File: src/hw/rtl/blps_pkg.sv
`timescale 1ns / 1ps

package blps_pkg;

	// Field widths fixed by the interface
	localparam int COORD_W = 12;
	localparam int DELTA_W = 13;
	localparam int ERR_W   = 14;
	localparam int COLOR_W = 3;
	localparam int ADDR_W  = 18;

	typedef logic signed [COORD_W-1:0] coord_t;
	typedef logic        [DELTA_W-1:0] delta_t;
	typedef logic signed [DELTA_W-1:0] sdelta_t;
	typedef logic signed [ERR_W-1:0]   err_t;
	typedef logic        [COLOR_W-1:0] color_t;

	// Request kinds
	typedef enum logic [0:0] {
		KIND_LOAD = 1'b0,
		KIND_STEP = 1'b1
	} kind_t;

endpackage

File: src/hw/rtl/bresenham_line_pixel_stepper_unit.sv
`timescale 1ns / 1ps

// Channel  Handshake             Payload
// in       in_valid / in_ready   kind, x_start, y_start, x_end, y_end, pen_color
// out      out_valid / out_ready byte_address, upper_half, color_out, is_last
//
// One request per clock. A step request on an active line reads the walk
// registers, forms the clamped pixel address (constant multiply by SCREEN_WIDTH
// plus add) and writes the result register in the same cycle; a load request
// sets up the walk. in_ready is low only while a result is held and out_ready
// is low. arst_n clears the walk (no active line) and the result valid.
module bresenham_line_pixel_stepper_unit #(
	parameter int SCREEN_WIDTH  = 640,
	parameter int SCREEN_HEIGHT = 480
) (
	input  logic                                clk,
	input  logic                                arst_n,
	input  logic                                in_valid,
	output logic                                in_ready,
	input  logic                                kind,
	input  logic signed [blps_pkg::COORD_W-1:0] x_start,
	input  logic signed [blps_pkg::COORD_W-1:0] y_start,
	input  logic signed [blps_pkg::COORD_W-1:0] x_end,
	input  logic signed [blps_pkg::COORD_W-1:0] y_end,
	input  logic        [blps_pkg::COLOR_W-1:0] pen_color,
	output logic                                out_valid,
	input  logic                                out_ready,
	output logic        [blps_pkg::ADDR_W-1:0]  byte_address,
	output logic                                upper_half,
	output logic        [blps_pkg::COLOR_W-1:0] color_out,
	output logic                                is_last
);

	localparam int XW    = (SCREEN_WIDTH > 1) ? $clog2(SCREEN_WIDTH) : 1;
	localparam int YW    = (SCREEN_HEIGHT > 1) ? $clog2(SCREEN_HEIGHT) : 1;
	localparam int PIX_W = $clog2(SCREEN_WIDTH * SCREEN_HEIGHT);

	localparam logic signed [blps_pkg::DELTA_W-1:0] X_MAX =
		blps_pkg::DELTA_W'(SCREEN_WIDTH - 1);
	localparam logic signed [blps_pkg::DELTA_W-1:0] Y_MAX =
		blps_pkg::DELTA_W'(SCREEN_HEIGHT - 1);
	localparam logic [XW-1:0]    X_MAX_U = XW'(SCREEN_WIDTH - 1);
	localparam logic [YW-1:0]    Y_MAX_U = YW'(SCREEN_HEIGHT - 1);
	localparam logic [PIX_W-1:0] WIDTH_C = PIX_W'(SCREEN_WIDTH);

	// Walk state
	logic                     active_q;
	logic                     steep_q;
	blps_pkg::coord_t         major_pos_q;
	blps_pkg::coord_t         major_end_q;
	blps_pkg::coord_t         minor_pos_q;
	logic                     step_down_q;
	blps_pkg::err_t           error_q;
	blps_pkg::delta_t         dmaj_q;
	blps_pkg::delta_t         dmin_q;
	blps_pkg::color_t         color_q;

	// Result register
	logic                     out_valid_q;
	logic [blps_pkg::ADDR_W-1:0] addr_q;
	logic                     upper_q;
	blps_pkg::color_t         color_out_q;
	logic                     last_q;

	logic in_acc;
	logic is_load;
	logic emit;

	assign in_ready = !out_valid_q || out_ready;
	assign in_acc   = in_valid && in_ready;
	assign is_load  = (blps_pkg::kind_t'(kind) == blps_pkg::KIND_LOAD);
	assign emit     = in_acc && !is_load && active_q;

	// Load setup: steep test, axis swap, endpoint ordering
	blps_pkg::sdelta_t dx_s, dy_s;
	blps_pkg::delta_t  adx, ady;
	logic              steep;
	blps_pkg::coord_t  a0, b0, a1, b1;
	blps_pkg::coord_t  ma0, mb0, ma1, mb1;
	blps_pkg::sdelta_t da_s, db_s;
	blps_pkg::delta_t  ld_dmaj, ld_dmin;

	always_comb begin
		dx_s  = blps_pkg::DELTA_W'(x_end) - blps_pkg::DELTA_W'(x_start);
		dy_s  = blps_pkg::DELTA_W'(y_end) - blps_pkg::DELTA_W'(y_start);
		adx   = dx_s[blps_pkg::DELTA_W-1] ? blps_pkg::delta_t'(-dx_s) : blps_pkg::delta_t'(dx_s);
		ady   = dy_s[blps_pkg::DELTA_W-1] ? blps_pkg::delta_t'(-dy_s) : blps_pkg::delta_t'(dy_s);
		steep = ady > adx;
		if (steep) begin
			a0 = y_start; b0 = x_start; a1 = y_end; b1 = x_end;
		end else begin
			a0 = x_start; b0 = y_start; a1 = x_end; b1 = y_end;
		end
		if (a0 > a1) begin
			ma0 = a1; mb0 = b1; ma1 = a0; mb1 = b0;
		end else begin
			ma0 = a0; mb0 = b0; ma1 = a1; mb1 = b1;
		end
		da_s    = blps_pkg::DELTA_W'(ma1) - blps_pkg::DELTA_W'(ma0);
		db_s    = blps_pkg::DELTA_W'(mb1) - blps_pkg::DELTA_W'(mb0);
		ld_dmaj = blps_pkg::delta_t'(da_s);
		ld_dmin = db_s[blps_pkg::DELTA_W-1] ? blps_pkg::delta_t'(-db_s) : blps_pkg::delta_t'(db_s);
	end

	// Pixel position, clamped to the screen
	blps_pkg::coord_t  px, py;
	blps_pkg::sdelta_t px_w, py_w;
	logic [XW-1:0]     px_c;
	logic [YW-1:0]     py_c;
	logic [PIX_W-1:0]  pixel;
	logic [PIX_W+blps_pkg::ADDR_W-1:0] pixel_ext;
	logic              last;

	always_comb begin
		px   = steep_q ? minor_pos_q : major_pos_q;
		py   = steep_q ? major_pos_q : minor_pos_q;
		px_w = blps_pkg::DELTA_W'(px);
		py_w = blps_pkg::DELTA_W'(py);
		if (px_w[blps_pkg::DELTA_W-1])
			px_c = '0;
		else if (px_w > X_MAX)
			px_c = X_MAX_U;
		else
			px_c = px_w[XW-1:0];
		if (py_w[blps_pkg::DELTA_W-1])
			py_c = '0;
		else if (py_w > Y_MAX)
			py_c = Y_MAX_U;
		else
			py_c = py_w[YW-1:0];
		pixel     = PIX_W'(PIX_W'(py_c) * WIDTH_C) + PIX_W'(px_c);
		pixel_ext = {{blps_pkg::ADDR_W{1'b0}}, pixel};
		last      = (major_pos_q == major_end_q);
	end

	// Error update for one step
	blps_pkg::err_t err_sub, err_next;

	always_comb begin
		err_sub  = error_q - blps_pkg::err_t'({1'b0, dmin_q});
		err_next = err_sub[blps_pkg::ERR_W-1] ?
			err_sub + blps_pkg::err_t'({1'b0, dmaj_q}) : err_sub;
	end

	// Walk registers
	always_ff @(posedge clk or negedge arst_n) begin
		if (!arst_n) begin
			active_q    <= 1'b0;
			steep_q     <= 1'b0;
			major_pos_q <= '0;
			major_end_q <= '0;
			minor_pos_q <= '0;
			step_down_q <= 1'b0;
			error_q     <= '0;
			dmaj_q      <= '0;
			dmin_q      <= '0;
			color_q     <= '0;
		end else if (in_acc && is_load) begin
			active_q    <= 1'b1;
			steep_q     <= steep;
			major_pos_q <= ma0;
			major_end_q <= ma1;
			minor_pos_q <= mb0;
			step_down_q <= !(mb0 < mb1);
			error_q     <= blps_pkg::err_t'(ld_dmaj >> 1);
			dmaj_q      <= ld_dmaj;
			dmin_q      <= ld_dmin;
			color_q     <= pen_color;
		end else if (emit) begin
			error_q <= err_next;
			if (err_sub[blps_pkg::ERR_W-1])
				minor_pos_q <= step_down_q ? minor_pos_q - 12'sd1 : minor_pos_q + 12'sd1;
			if (last)
				active_q <= 1'b0;
			else
				major_pos_q <= major_pos_q + 12'sd1;
		end
	end

	// Result valid
	always_ff @(posedge clk or negedge arst_n) begin
		if (!arst_n) begin
			out_valid_q <= 1'b0;
		end else begin
			out_valid_q <= emit || (out_valid_q && !out_ready);
		end
	end

	// Result payload
	always_ff @(posedge clk) begin
		if (emit) begin
			addr_q      <= pixel_ext[blps_pkg::ADDR_W:1];
			upper_q     <= pixel[0];
			color_out_q <= color_q;
			last_q      <= last;
		end
	end

	assign out_valid    = out_valid_q;
	assign byte_address = addr_q;
	assign upper_half   = upper_q;
	assign color_out    = color_out_q;
	assign is_last      = last_q;

`ifndef SYNTHESIS
	// Error term never stays negative between steps
	a_err_nonneg: assert property (@(posedge clk) disable iff (!arst_n)
		!error_q[blps_pkg::ERR_W-1])
		else $error("error term negative");

	// A load always leaves an active line
	a_load_active: assert property (@(posedge clk) disable iff (!arst_n)
		in_acc && is_load |=> active_q)
		else $error("load did not start a line");

	// The final pixel ends the line
	a_last_ends: assert property (@(posedge clk) disable iff (!arst_n)
		emit && last |=> !active_q && out_valid_q && last_q)
		else $error("last pixel did not end the line");

	// A non-final step advances the major axis by one
	a_major_adv: assert property (@(posedge clk) disable iff (!arst_n)
		emit && !last |=> major_pos_q == $past(major_pos_q) + 12'sd1)
		else $error("major position did not advance");

	// A request that emits nothing does not create a result
	a_no_phantom: assert property (@(posedge clk) disable iff (!arst_n)
		!emit |=> out_valid_q == $past(out_valid_q && !out_ready))
		else $error("result appeared without a step");
`endif

endmodule
File: config.mk
export PLATFORM = sky130hd
export DESIGN_NAME = bresenham_line_pixel_stepper_unit
export DESIGN_NICKNAME = d
export VERILOG_FILES = /design/src/hw/rtl/blps_pkg.sv /design/src/hw/rtl/bresenham_line_pixel_stepper_unit.sv
export SDC_FILE = /design/constraint.sdc
export NUM_CORES = 1
export LEC_CHECK = 0
export ABC_AREA = 1
export BUFFER_PORTS_ARGS = -buffer_cell sky130_fd_sc_hd__buf_2
export CORE_MARGIN = 4
export CORE_UTILIZATION = 55
export CTS_CLUSTER_SIZE = 10
export DETAILED_ROUTE_END_ITERATION = 10
export PLACE_DENSITY = 0.74
export SLEW_MARGIN = 20
export SYNTH_ARGS = -nofsm -noshare
export SYNTH_HDL_FRONTEND = slang
export SYNTH_SLANG_ARGS = --single-unit
File: constraint.sdc
create_clock -name clk -period 11.9 [get_ports clk]
set_clock_uncertainty 0.05 [all_clocks]
set_input_delay 0.595 -clock clk [delete_from_list [all_inputs] [get_ports clk]]
set_output_delay 0.595 -clock clk [all_outputs]
set_load 0.01 [all_outputs]
==> results by group <==
Status
  • Status: finished, final reports clean

Route
  • First-iteration detailed-routing DRC count: 730
  • Wire length reported by the detailed router: approximately 32 mm
  • Drt first pass iters: 6
  • Vias post-DR: 11250
  • Count of nets left with antenna violations after detail routing: 0
  • Wire length per cell: 15.97 um
  • Via-per-instance ratio: approximately 5.5
  • DRC Markers: 0

Die
  • Die extent in x: 153.4 um
  • Num ports: between 80 and 90
  • Total die area: 0.02352 mm^2
  • Effective utilization at floorplan: 0.5670
  • Placement row count: 52
  • Vertical die dimension: ~150 um
  • Placeable core region: 0.02049 mm^2

Placed design
  • # port buffers: 80
  • Final HPWL from detailed placement: around 26 mm
  • Placer Congestion: 1.002

Layout
  • Number of nets in the finished design: 1940
  • Share of post-route cells with drive strength above 1: 0.08447
  • Area growth syn-to-layout: 7.494%
  • Antenna diode count: 0

Critical path
  • Buffers & Inverters on Critical Path: 7
  • Top cell family by delay on the critical path: compound AO/OA/AOI/OAI gates
  • Worst path required time: ~12 ns
  • Startpoint class of the critical path: input pin
  • Worst path most repeated cell: sky130_fd_sc_hd__a21oi_1
  • Launch point of the critical path: y_end[0]
  • Worst stage delay on the critical path: 0.85 ns
  • Critical-path cell with the highest stage delay: sky130_fd_sc_hd__o21ai_0
  • Path type of the worst setup path: input pin to flop
  • Endpoint kind of the worst setup timing path: flop
  • Maximum net fanout on the critical path: 97
  • Arr. time, crit path: between 10 and 15 ns
  • Startpoint of the worst register-to-register path: steep_q

GRT
  • Antenna violations before repair: 0
  • Global route total overflow: 0
  • Global-route wire length before repair: approximately 53 mm
  • Number of global-route vias before repair: 10590
  • Maximum number of pins on one net before global-route repair: 98
  • GRT Overall Usage: 0.2734

Timing
  • Highest Clock Rate: 94.45 MHz
  • Worst rel slew slack: 0.3858
  • Number of endpoints with negative hold slack in the final report: 0
  • Unrepaired setup endpoints after global routing: false
  • Final worst path period share: 0.8897
  • Setup-violating endpoint count in the final report: 0
  • Final slew viol count: 0
  • Transition at the pin with the smallest max-transition slack: 0.9116 ns
  • Final setup TNS: 0 ns
  • Clock period minus worst slack: 10.59 ns

Clock network
  • Clock Path Buffers: 2
  • Clock latency reported for the late side of the worst-skew pair: 0.37 ns
  • Clock buffers created by TritonCTS: 9
  • Setup repair bufs after CTS: 0
  • CTS-repair resized insts: 0
  • CTS tree: built
  • CTS sink count: 106
  • Clock H-tree levels: 3
  • Cts-stage hold buffer count: 0
  • Post-CTS clock slew at the launch and capture registers of the worst setup and hold paths: 0.08 ns
  • Library cell used as clock root buffer: sky130_fd_sc_hd__clkbuf_16

Yosys
  • Top-count cell post-synth: sky130_fd_sc_hd__nand2_1
  • Syn avg cell area: 6.791 um^2
  • Count of warnings emitted by yosys: 0
  • Net count after synthesis: 1892
  • Number of register bits inferred by synthesis: 106
  • Most area-consuming cells after synthesis: sky130_fd_sc_hd__dfrtp_1 (18%), sky130_fd_sc_hd__nand2_1 (15%), sky130_fd_sc_hd__ha_1 (13%), sky130_fd_sc_hd__inv_1 (7.9%), sky130_fd_sc_hd__o21ai_0 (7.0%)
  • EDFF count, synth: 23
  • Proportion of register bits with asynchronous set or reset after synthesis: 0.7830
  • Fraction of synthesized cell area taken by the top area cell type: 0.1787
  • Number of library cell types mapped by synthesis: 51
  • Area of the mapped netlist: 0.01162 mm^2
  • Cell taking the most area after synthesis: sky130_fd_sc_hd__dfrtp_1
  • Commonest cells in the netlist: sky130_fd_sc_hd__nand2_1 (450), sky130_fd_sc_hd__inv_1 (244), sky130_fd_sc_hd__o21ai_0 (163), sky130_fd_sc_hd__ha_1 (117), sky130_fd_sc_hd__a21oi_1 (110)
  • Dominant synthesized flop cell: sky130_fd_sc_hd__dfrtp_1
  • Number of instances in the synthesized netlist: 1711
  • Sequential share of the synthesized area: 0.2382

Worst hold path
  • Path type of the worst min-delay path: input pin to async pin

Flow run
  • Max_cap viols: 0
[final cells by class]
| type | instances | area [um^2] |
|---|---|---|
| clock buffer | 10 | 239.0 |
| clock inverter | 6 | 72.57 |
| fill | 1992 | 8004 |
| inverter | 248 | 930.9 |
| multi-input combinational | 1309 | 7702 |
| sequential | 106 | 2768 |
| tap | 270 | 337.8 |
| timing repair buffer | 85 | 440.4 |
[sequential cells by signal (all words and copies together), names as in the netlist]
name,count
active_q,1
byte_address,18
color_out,3
color_q,3
dmaj_q,13
dmin_q,13
error_q,14
is_last,1
major_end_q,12
major_pos_q,12
minor_pos_q,12
out_valid,1
steep_q,1
step_down_q,1
upper_half,1
[worst reg2reg max path, delay by kind of cell, from the launching register on]
kind / cells / cell delay (ns)
and+or+nand+nor: 6 / 1.32
xor gates and xnor gates: 2 / 0.34
DFF: 1 / 0.90
adders and majority gates: 3 / 0.84
buffers and inverters: 3 / 0.57
AOI/OAI and AO/OA: 2 / 0.37
[metrics by stage]
| step | std cells | hold slack, ns | cell area [um^2] | utilization | setup slack, ns |
|---|---|---|---|---|---|
| finish | 2034 | 0.1147 | 12490 | 0.6095 | 1.313 |
| global route | 2034 | 0.1531 | 12490 | 0.6095 | 0.3406 |
| CTS | 2034 | 0.1315 | 12490 | 0.6095 | 1.460 |
| detailed placement | 2018 | 0.3908 | 12180 | 0.5943 | 1.101 |
| global placement | 2018 | 0.3800 | 12180 | 0.5943 | 1.568 |
| floorplan | 1711 | 0.2494 | 11620 | - | 2.951 |
[worst paths after layout]
path | slack, ns | cells after the start | to
max | 1.31 | 49 | dmin_q[11]
max in group asynchronous | 10.66 | 2 | major_end_q[4]
min | 0.11 | 1 | dmaj_q[11]
min in group clk | 0.38 | 3 | color_q[1]
min reg2reg | 0.41 | 0 | color_out[0]
max reg2reg | 7.27 | 16 | byte_address[16]
[metal layers]
metal | vias up | global-route usage | part of all wire
met5 | - | 0 | 0
met4 | 0 | 0.1051 | 0.037
met1 | 5144 | 0.3769 | 0.45
li1 | 5700 | - | -
met2 | 338 | 0.4335 | 0.45
met3 | 66 | 0.04297 | 0.064
[cell families after synthesis]
group / count (synthesis) / share of synthesized area
adder cells (fa/ha/maj): 125 / 0.1398
buffers and inverters: 296 / 0.09960
multiplexers: 3 / 0.002584
AO/OA/AOI/OAI: 337 / 0.1595
XOR/XNOR: 117 / 0.08819
AND/OR/NAND/NOR: 727 / 0.2722
flip-flops: 106 / 0.2382
[cells in the final DEF (no fill, tap or decap), types with 26 or more instances in the layout]
| cell type | Yosys | routed |
|---|---|---|
| sky130_fd_sc_hd__a21oi_1 | 110 | 110 |
| sky130_fd_sc_hd__buf_2 | 7 | 79 |
| sky130_fd_sc_hd__dfrtp_1 | 83 | 83 |
| sky130_fd_sc_hd__ha_1 | 117 | 117 |
| sky130_fd_sc_hd__inv_1 | 244 | 243 |
| sky130_fd_sc_hd__nand2_1 | 450 | 450 |
| sky130_fd_sc_hd__nand3_1 | 74 | 74 |
| sky130_fd_sc_hd__nand4_1 | 26 | 26 |
| sky130_fd_sc_hd__nor2_1 | 98 | 97 |
| sky130_fd_sc_hd__o21ai_0 | 163 | 163 |
| sky130_fd_sc_hd__xnor2_1 | 29 | 29 |
| sky130_fd_sc_hd__xor2_1 | 88 | 88 |
Power is left out: the tool's default activity adds up to more than one toggle a clock period on the data nets, which glitch-free logic cannot reach.
